<file path="src/sv/tmap_fifo.sv">
// small register fifo used between stages
module tmap_fifo #(
  parameter int WIDTH = 8,
  parameter int DEPTH = 2
) (
  input  logic             clk,
  input  logic             rst,
  input  logic             push,
  input  logic [WIDTH-1:0] wdata,
  output logic             full,
  input  logic             pop,
  output logic [WIDTH-1:0] rdata,
  output logic             empty
);

  localparam int PW = $clog2(DEPTH);
  localparam int CW = $clog2(DEPTH + 1);

  logic [WIDTH-1:0] mem [DEPTH];
  logic [PW-1:0]    wptr;
  logic [PW-1:0]    rptr;
  logic [CW-1:0]    count;
  logic             do_push;
  logic             do_pop;

  assign full    = (count == CW'(DEPTH));
  assign empty   = (count == '0);
  assign do_push = push && !full;
  assign do_pop  = pop && !empty;
  assign rdata   = mem[rptr];

  always_ff @(posedge clk) begin
    if (do_push) begin
      mem[wptr] <= wdata;
    end
  end

  always_ff @(posedge clk) begin
    if (rst) begin
      wptr  <= '0;
      rptr  <= '0;
      count <= '0;
    end else begin
      if (do_push) begin
        wptr <= (wptr == PW'(DEPTH - 1)) ? '0 : wptr + PW'(1);
      end
      if (do_pop) begin
        rptr <= (rptr == PW'(DEPTH - 1)) ? '0 : rptr + PW'(1);
      end
      if (do_push && !do_pop) begin
        count <= count + CW'(1);
      end else if (do_pop && !do_push) begin
        count <= count - CW'(1);
      end
    end
  end

endmodule

</file>
<file path="config.mk">
export PLATFORM = sky130hd
export DESIGN_NAME = tmap_fifo
export DESIGN_NICKNAME = d
export VERILOG_FILES = /design/src/sv/tmap_fifo.sv
export SDC_FILE = /design/constraint.sdc
export NUM_CORES = 1
export LEC_CHECK = 0
export ABC_AREA = 1
export BUFFER_PORTS_ARGS = -buffer_cell sky130_fd_sc_hd__buf_4
export CORE_MARGIN = 2
export CORE_UTILIZATION = 53
export CTS_BUF_LIST = sky130_fd_sc_hd__clkbuf_4 sky130_fd_sc_hd__clkbuf_8 sky130_fd_sc_hd__clkbuf_16
export CTS_CLUSTER_DIAMETER = 150
export CTS_CLUSTER_SIZE = 12
export DETAILED_ROUTE_END_ITERATION = 8
export GPL_TIMING_DRIVEN = 0
export PLACE_DENSITY = 0.8
export SLEW_MARGIN = 20
export SYNTH_ARGS = -nofsm -noshare
export SYNTH_HDL_FRONTEND = slang
export SYNTH_SLANG_ARGS = --single-unit
</file>
<file path="constraint.sdc">
create_clock -name clk -period 3.25 [get_ports clk]
set_clock_uncertainty 0.15 [all_clocks]
set_input_delay 0.4875 -clock clk [delete_from_list [all_inputs] [get_ports clk]]
set_output_delay 0.4875 -clock clk [all_outputs]
set_load 0.02 [all_outputs]
</file>
==> impl_metrics.toml <==
[run_status]
status = "complete, no violations"

[power_and_ir_drop]
totalPowerFinal_mw = 0.796
max-vdd-ir-drop_v = 0.000450
power_density_nw_per_um2 = 769
static-leakage-power_nw = 0.432

[synth]
syn-num-nets = 75
avgSynthCellArea_um2 = 13.4
synth.cell_area_um2 = 828
synthTopCellsByArea = "edfxtp_1 (58%), dfxtp_1 (12%), mux2_2 (11%), nor2_1 (4.1%), inv_1 (3.2%)"
yosysWarnings = 0
ys_types = 16
synth_top_area_share_pct = 58.0
ys_seq_area_share_pct = 70.1
ys_ff_latch = 21
netlist_instances = 62
synth_top_area_cell = "edfxtp_1"

[clock_tree]
cts_buffers = 3
cts-root-buf = "clkbuf_4"
cts.sinks = 21
cts_tree = "built"
cts_resized = 0
worstSkewPairLatency_ns = 0.29
postCtsSetupBuffers = 0
clockBufferDepth = 2
holdBufCountCts = 0
path_clk_slew_ns = 0.11
htree_num_levels = 1

[drt]
drt_iter0_drc = 12
viasPerCell = 5.15
dr.pass1.iters = 4
vias = 530
wire_per_inst_um = 13.1
drc = 0
drt_wl_total_um = 1350
ant_nets = 0

[setup_path]
path_buf_inv = 2
required_ns = 2.61
end_kind = "primary output"
startpoint_type = "register"
r2r-start = "count[0]"
crit_path_top_delay_cell = "mux2_2"
reg2reg_depth = 2
r2r-end = "mem[1][1]"
rrSetupSlack_ns = 1.50
max_stage_delay_ns = 0.36
worstSetupPathType = "register to primary output"
cp_top_family = "buffers and inverters"
critPathMaxFanout = 8
cp.arrival_ns = 1.33
cp_cell_sequence = "buf_2, mux2_2, buf_4"

[global_routing]
antenna_found_initial = 0
grt_max_degree = 12
grt_pass1_vias = 517
gr-total-overflow = 0
gr-usage-all-layers_pct = 15.8
grt_pass1_wl_um = 2130

[sta]
setup_tns_ns = 0
finalSetupViolCount = 0
maxSlewViolCount = 0
hold_violations = 0
fin_ws_ns = 1.29
timing.final.crit_share_pct = 60.4
max_freq_ghz = 0.509
tightest_slew_ns = 0.725
rsz0062_at_grt = "no"
max_slew_margin_pct = 51.5
fin_crit_ns = 1.96

[floorplanning]
rows = 14
ios = 22
core_area_um2 = 1490
dieArea_um2 = 1890
start_util_pct = 55.6
die_x_um = 43.5
die_height_um = 43.5

[hold_path]
worstHoldPathType = "primary input to register"
whs_path_depth = 1
holdPathEnd = "mem[0][5]"
worstHoldStart = "wdata[5]"

[final_layout]
n_antenna_cell = 0
drive_above_1_share_pct = 44.8
layout.nets = 101
stdcell_count = 103
final_common_cell = "buf_4"
area_growth_pct = 25.1
layout_common_cells = "buf_4 (21), edfxtp_1 (16), nor2_1 (9), mux2_2 (8), inv_1 (7)"
post-route-util_pct = 69.6

[placement]
dp.cells = 99
io_buffers = 21
place.gp.congestion = 0.710
dp_hpwl_um = 1010
pre_cts_slack_ns = 1.46

[run]
maxCapViolCount = 0
worst max path at each step:
stage / end / cells after the start
finish: rdata[7] / 3
global route: rdata[5] / 3
CTS: rdata[7] / 3
detailed placement: mem[1][5] / 3
global placement: mem[0][5] / 3
floorplan: rdata[0] / 2
per-layer routing:
layer	vias to the layer above	GRT usage, %	wire (um)
met2	13	31.3	743
met1	254	14.8	526
li1	263	-	-
met5	-	0	0
met4	0	6.06	0
met3	0	4.58	82
synthesized netlist by cell type (all sizes together):
master / n
edfxtp: 16
inv: 9
nor2: 9
mux2: 8
dfxtp: 5
o21ai: 5
nand2: 4
a21oi: 1
and2: 1
buf: 1
ha: 1
nand3: 1
nand4: 1
state kept, by name, indices dropped and copies added, names as in the netlist, named ones only:
signal  cells
mem        16
count       2
rptr        1
wptr        1
area by class of cell:
| type | count | area, um2 |
|---|---|---|
| multi-input combinational | 31 | 209 |
| sequential | 21 | 581 |
| inverter | 9 | 33.8 |
| timing repair buffer | 21 | 158 |
| tap | 16 | 20.0 |
| fill | 108 | 453 |
| buffer | 1 | 5.00 |
| clock buffer | 4 | 30.0 |
cells by family (layout without fill, tap and decap cells):
kind of cell	after synthesis	in the layout	share of synthesized area, %
AOI/OAI and AO/OA	6	6	4.53
adders and majority gates	1	1	1.51
buffers and inverters	10	35	4.68
DFF	21	21	70.1
muxes	8	8	10.9
and+or+nand+nor	16	16	8.31
metrics by stage:
step | area (um2) | hold slack [ns]
after floorplan | 828 | 0.324
after global placement | 1010 | 0.336
after detailed placement | 1010 | 0.371
after CTS | 1040 | 0.218
after global routing | 1040 | 0.204
final | 1040 | 0.225
where the power goes:
group / switching [mW] / total [mW] / internal [mW]
clock: 0.0715 / 0.127 / 0.0560
sequential: 0.0282 / 0.371 / 0.343
combinational: 0.167 / 0.298 / 0.130
total: 0.267 / 0.796 / 0.529
worst register-to-register path: cells and delay by family (launching register included):
kind / cells / cell delay (ns)
simple gates: 1 / 0.58
flops: 1 / 0.51
compound gates: 1 / 0.15
Power figures use the tool's default switching activity.
