==> src/sv/tmap_pkg.sv <==
// shared types and constants of the tempo map lookup
package tmap_pkg;

  localparam int POS_W    = 40;
  localparam int SPQ_W    = 20;
  localparam int QPB_W    = 26;
  localparam int SIG_W    = 8;
  localparam int SLOT_W   = 6;
  localparam int CFG_W    = 7;
  localparam int HALF_W   = 20;
  localparam int PROD_W   = HALF_W + QPB_W;
  localparam int ACC_W    = POS_W + QPB_W;

  localparam logic [POS_W-1:0] POS_MAX = {POS_W{1'b1}};

  localparam logic [1:0] OP_LOAD    = 2'd0;
  localparam logic [1:0] OP_SEC     = 2'd1;
  localparam logic [1:0] OP_QUARTER = 2'd2;
  localparam logic [1:0] OP_BAR     = 2'd3;

  typedef struct packed {
    logic [POS_W-1:0] start_sec;
    logic [POS_W-1:0] start_quarter;
    logic [POS_W-1:0] start_bar;
    logic [SPQ_W-1:0] sec_per_quarter;
    logic [QPB_W-1:0] quarter_per_bar;
    logic [SIG_W-1:0] sig_numerator;
    logic [SIG_W-1:0] sig_denominator;
  } row_t;

  typedef struct packed {
    logic              is_load;
    logic              slot_ok;
    logic [SLOT_W-1:0] slot;
    logic [1:0]        dom;
    logic [POS_W-1:0]  x;
    row_t              row;
  } cmd_t;

  typedef struct packed {
    logic [SLOT_W-1:0] segment_index;
    logic              found;
    logic [POS_W-1:0]  pos_sec;
    logic [POS_W-1:0]  pos_quarter;
    logic [POS_W-1:0]  pos_bar;
    logic [SPQ_W-1:0]  seg_sec_per_quarter;
    logic [QPB_W-1:0]  seg_quarter_per_bar;
    logic [SIG_W-1:0]  sig_numerator;
    logic [SIG_W-1:0]  sig_denominator;
  } res_t;

  typedef struct packed {
    logic             start;
    logic             is_div;
    logic [POS_W-1:0] a;
    logic [QPB_W-1:0] b;
  } arith_req_t;

  typedef struct packed {
    logic             done;
    logic [POS_W-1:0] value;
  } arith_rsp_t;

endpackage

==> src/sv/tmap_front.sv <==
// front stage: takes input words and decodes them into commands
module tmap_front #(
  parameter int TABLE_DEPTH = 64
) (
  input  logic                           clk,
  input  logic                           rst,
  input  logic                           push,
  output logic                           full,
  input  logic [1:0]                     op,
  input  logic [tmap_pkg::SLOT_W-1:0]    entry_index,
  input  logic [tmap_pkg::POS_W-1:0]     entry_start_sec,
  input  logic [tmap_pkg::POS_W-1:0]     entry_start_quarter,
  input  logic [tmap_pkg::POS_W-1:0]     entry_start_bar,
  input  logic [tmap_pkg::SPQ_W-1:0]     entry_sec_per_quarter,
  input  logic [tmap_pkg::QPB_W-1:0]     entry_quarter_per_bar,
  input  logic [tmap_pkg::SIG_W-1:0]     entry_sig_numerator,
  input  logic [tmap_pkg::SIG_W-1:0]     entry_sig_denominator,
  input  logic [tmap_pkg::POS_W-1:0]     query_time,
  output logic                           cmd_push,
  output tmap_pkg::cmd_t                 cmd,
  input  logic                           cmd_full
);
  import tmap_pkg::*;

  logic held;
  logic take;

  assign full     = held && cmd_full;
  assign take     = push && !full;
  assign cmd_push = held;

  always_ff @(posedge clk) begin
    if (take) begin
      cmd.is_load             <= (op == OP_LOAD);
      cmd.slot_ok             <= (32'(entry_index) < TABLE_DEPTH);
      cmd.slot                <= entry_index;
      cmd.dom                 <= op;
      cmd.x                   <= query_time;
      cmd.row.start_sec       <= entry_start_sec;
      cmd.row.start_quarter   <= entry_start_quarter;
      cmd.row.start_bar       <= entry_start_bar;
      cmd.row.sec_per_quarter <= entry_sec_per_quarter;
      cmd.row.quarter_per_bar <= entry_quarter_per_bar;
      cmd.row.sig_numerator   <= entry_sig_numerator;
      cmd.row.sig_denominator <= entry_sig_denominator;
    end
  end

  always_ff @(posedge clk) begin
    if (rst) begin
      held <= 1'b0;
    end else if (take) begin
      held <= 1'b1;
    end else if (!cmd_full) begin
      held <= 1'b0;
    end
  end

endmodule

==> config.mk <==
export PLATFORM = sky130hd
export DESIGN_NAME = tmap_front
export DESIGN_NICKNAME = d
export VERILOG_FILES = /design/src/sv/tmap_pkg.sv /design/src/sv/tmap_front.sv
export SDC_FILE = /design/constraint.sdc
export NUM_CORES = 1
export LEC_CHECK = 0
export BUFFER_PORTS_ARGS = -buffer_cell sky130_fd_sc_hd__clkbuf_2
export CORE_AREA = 2 2 183 185
export CTS_CLUSTER_SIZE = 20
export DETAILED_ROUTE_END_ITERATION = 12
export DIE_AREA = 0 0 185 187
export PLACE_DENSITY_LB_ADDON = 0.25
export SLEW_MARGIN = 20
export SYNTH_ARGS = -nofsm -noshare
export SYNTH_HDL_FRONTEND = slang
export SYNTH_SLANG_ARGS = --single-unit
==> constraint.sdc <==
create_clock -name clk -period 7.9 [get_ports clk]
set_clock_uncertainty 0.05 [all_clocks]
set_input_delay 1.58 -clock clk [delete_from_list [all_inputs] [get_ports clk]]
set_output_delay 1.58 -clock clk [all_outputs]
set_load 0.05 [all_outputs]
==> qor.yml <==
dp_worst_setup_slack_ns: 3.91
wl_met2_mm: 9.88
root_buffer: "clkbuf_16"
crit_path_cell_trace: "clkbuf_2 > and2_4 > clkbuf_2"
ys_ff_latch: 232
finalHoldViolations: 0
io_buffers: 466
critPathCaptureType: "output pin"
syn_to_final_growth_pct: 52.9
cts_buffers: 27
vias_per_cell: 3.56
ys_seq_area_share_pct: 99.4
clkPwrFrac_pct: 37.5
yosysMostFrequentCell: "edfxtp_1"
seq_power_share_pct: 49.0
fin_nets: 969
vdd_drop_max_uv: 143
synth_edf_count: 231
globalplace.congestion: 0.750
crit_buf_inv: 2
route.detailed.drc: 0
grt_pass1_vias: 4297
syn_inst: 239
ant_nets: 0
path_clk_slew_ns: 0.06
hold_depth: 2
dr_wl_met3_mm: 2.01
cts_tree: "built"
hold_buffers: 0
worst-slew-pin-transition_ns: 0.996
synth_cell_type_count: 8
die_w_um: 185
yosys-top-cells-count: "edfxtp_1 (231), nor2_1 (2)"
die_h_um: 187
worst_slack_ns: 4.18
drt-total-wl_mm: 19.2
dpl.hpwl_mm: 14.6
synthTopCellsByArea: "edfxtp_1 (99%), dfxtp_1 (0.29%), and2_4 (0.13%)"
slowest_delay_ns: 0.27
grt.overflow.total: 0
tns_ns: 0
wl_met1_mm: 6.88
relSlewSlack_pct: 33.6
syn_nets: 473
syn_area_um2: 7000
cp_common_cell: "clkbuf_2"
routed-via-count: 4271
p_comb_share_pct: 13.5
fmax_mhz: 269
ff2ff_path_depth: 4
design_area_um2: 10700
htreeDepth: 1
grt_max_degree: 156
drive_gt1_share_pct: 67.4
drt-pass1-iter-count: 4
hold_ws_ns: 0.501
initial_core_util_pct: 21.3
timing.final.crit_share_pct: 47.1
p_sw_share_pct: 26.9
cap_violations: 0
setup-violations-final: 0
power_density_nw_per_um2: 279
die-area_um2: 34600
cts_buffer_depth: 3
io_pins: 468
crit_fanout: 2
grt_pass1_wl_mm: 26.5
critPathSlowestCell: "clkbuf_2"
critPathTopFamily: "buffers and inverters"
syn_area_per_cell_um2: 29.3
grt_use_total_pct: 10.4
yosysTopAreaCell: "edfxtp_1"
ctsResizeCount: 0
insertion_delay_ns: 0.52
wire_per_inst_um: 16.0
p_sw_w: 0.000803
internal_power_w: 0.00218
fillers: 3328
rsz0062_at_grt: "no"
leakage_nw: 4.60
synth_top_cell_area_share_pct: 99.1
yosys_most_used_dff: "edfxtp_1"
async_flop_share_pct: 0
p_total_w: 0.00299
critPathRequiredTime_ns: 6.27
crit_cells: 3
status: "complete, no violations"
top_layer_used: "met5"
yosysWarningCount: 0
hp-class: "register to register"
antenna_cells: 0
critPathKind: "input port to output pin"
slew_viol_final: 0
post_dp_cell_area_um2: 9920
core.rowCount: 67
drt_iter0_drc: 213
arrival_ns: 2.09
period_minus_slack_ns: 3.72
clkSinkCount: 232
startpoint_type: "input port"
post-cts-setup-buffers: 0
grt_antenna_before_repair: 1
core_area_um2: 32900
-- per-stage QoR --
stage / util, % / instances
after floorplan: - / 239
after global placement: 30.2 / 1154
after detailed placement: 30.2 / 1154
after CTS: 32.6 / 1199
after global routing: 32.6 / 1199
final: 32.6 / 1199
-- metal layers --
layer,global-route usage (%),vias to the layer above
li1,-,1964
met1,11.2,2030
met2,18.6,243
met3,3.80,32
met4,3.48,2
met5,0,-
-- worst paths after layout --
kind	startpoint	to	slack [ns]
max	cmd_full	full	4.18
min	cmd_push$_SDFFE_PP0P_	cmd_push$_SDFFE_PP0P_	0.50
max reg2reg	cmd_push$_SDFFE_PP0P_	cmd[178]$_DFFE_PP_	5.31
min reg2reg	cmd_push$_SDFFE_PP0P_	cmd_push$_SDFFE_PP0P_	0.50
-- sequential cells by signal (all words and copies together) (netlist names) --
| register | cells |
|---|---|
| cmd | 231 |
| cmd_push | 1 |
-- cell families (layout without fill, tap and decap cells) --
| family | count (synthesis) | count (layout) | share of synthesized area (%) |
|---|---|---|---|
| flops | 232 | 232 | 99.4 |
| buf+inv | 1 | 513 | 0.107 |
| compound gates | 1 | 1 | 0.0714 |
| simple gates | 4 | 4 | 0.358 |
| other cells | 1 | 1 | 0.0536 |
-- layout by cell type (no fill, tap or decap), types with 2 or more instances in the layout --
cell type	Yosys	routed
clkbuf_1	0	7
clkbuf_16	0	27
clkinv_1	0	2
edfxtp_1	231	231
clkinv_2	0	6
nor2_1	2	2
clkbuf_2	0	466
-- tightest hold or removal path, cell delays in order, from the launching register on --
cell and delay, ns:
dfxtp_1 0.36, a21oi_1 0.08, nor2_1 0.08
-- power by group through the flow --
stage                     registers, W   logic, W  clock network [W]
after floorplan                0.00174  0.0000247                  0
after global routing           0.00147   0.000422            0.00121
final                          0.00146   0.000404            0.00112
after CTS                      0.00146   0.000410            0.00117
after detailed placement       0.00149   0.000409                  0
after global placement         0.00149   0.000409                  0
-- final cells by class --
class | count | area [um2] | area share [%]
Sequential cell | 232 | 6960 | 65.0
Clock buffer | 34 | 702 | 6.56
Timing Repair Buffer | 468 | 2360 | 22.1
Multi-Input combinational cell | 6 | 38.8 | 0.362
Tap cell | 448 | 561 | 5.24
Clock inverter | 11 | 83.8 | 0.783
(Power assumes the default switching activity.)
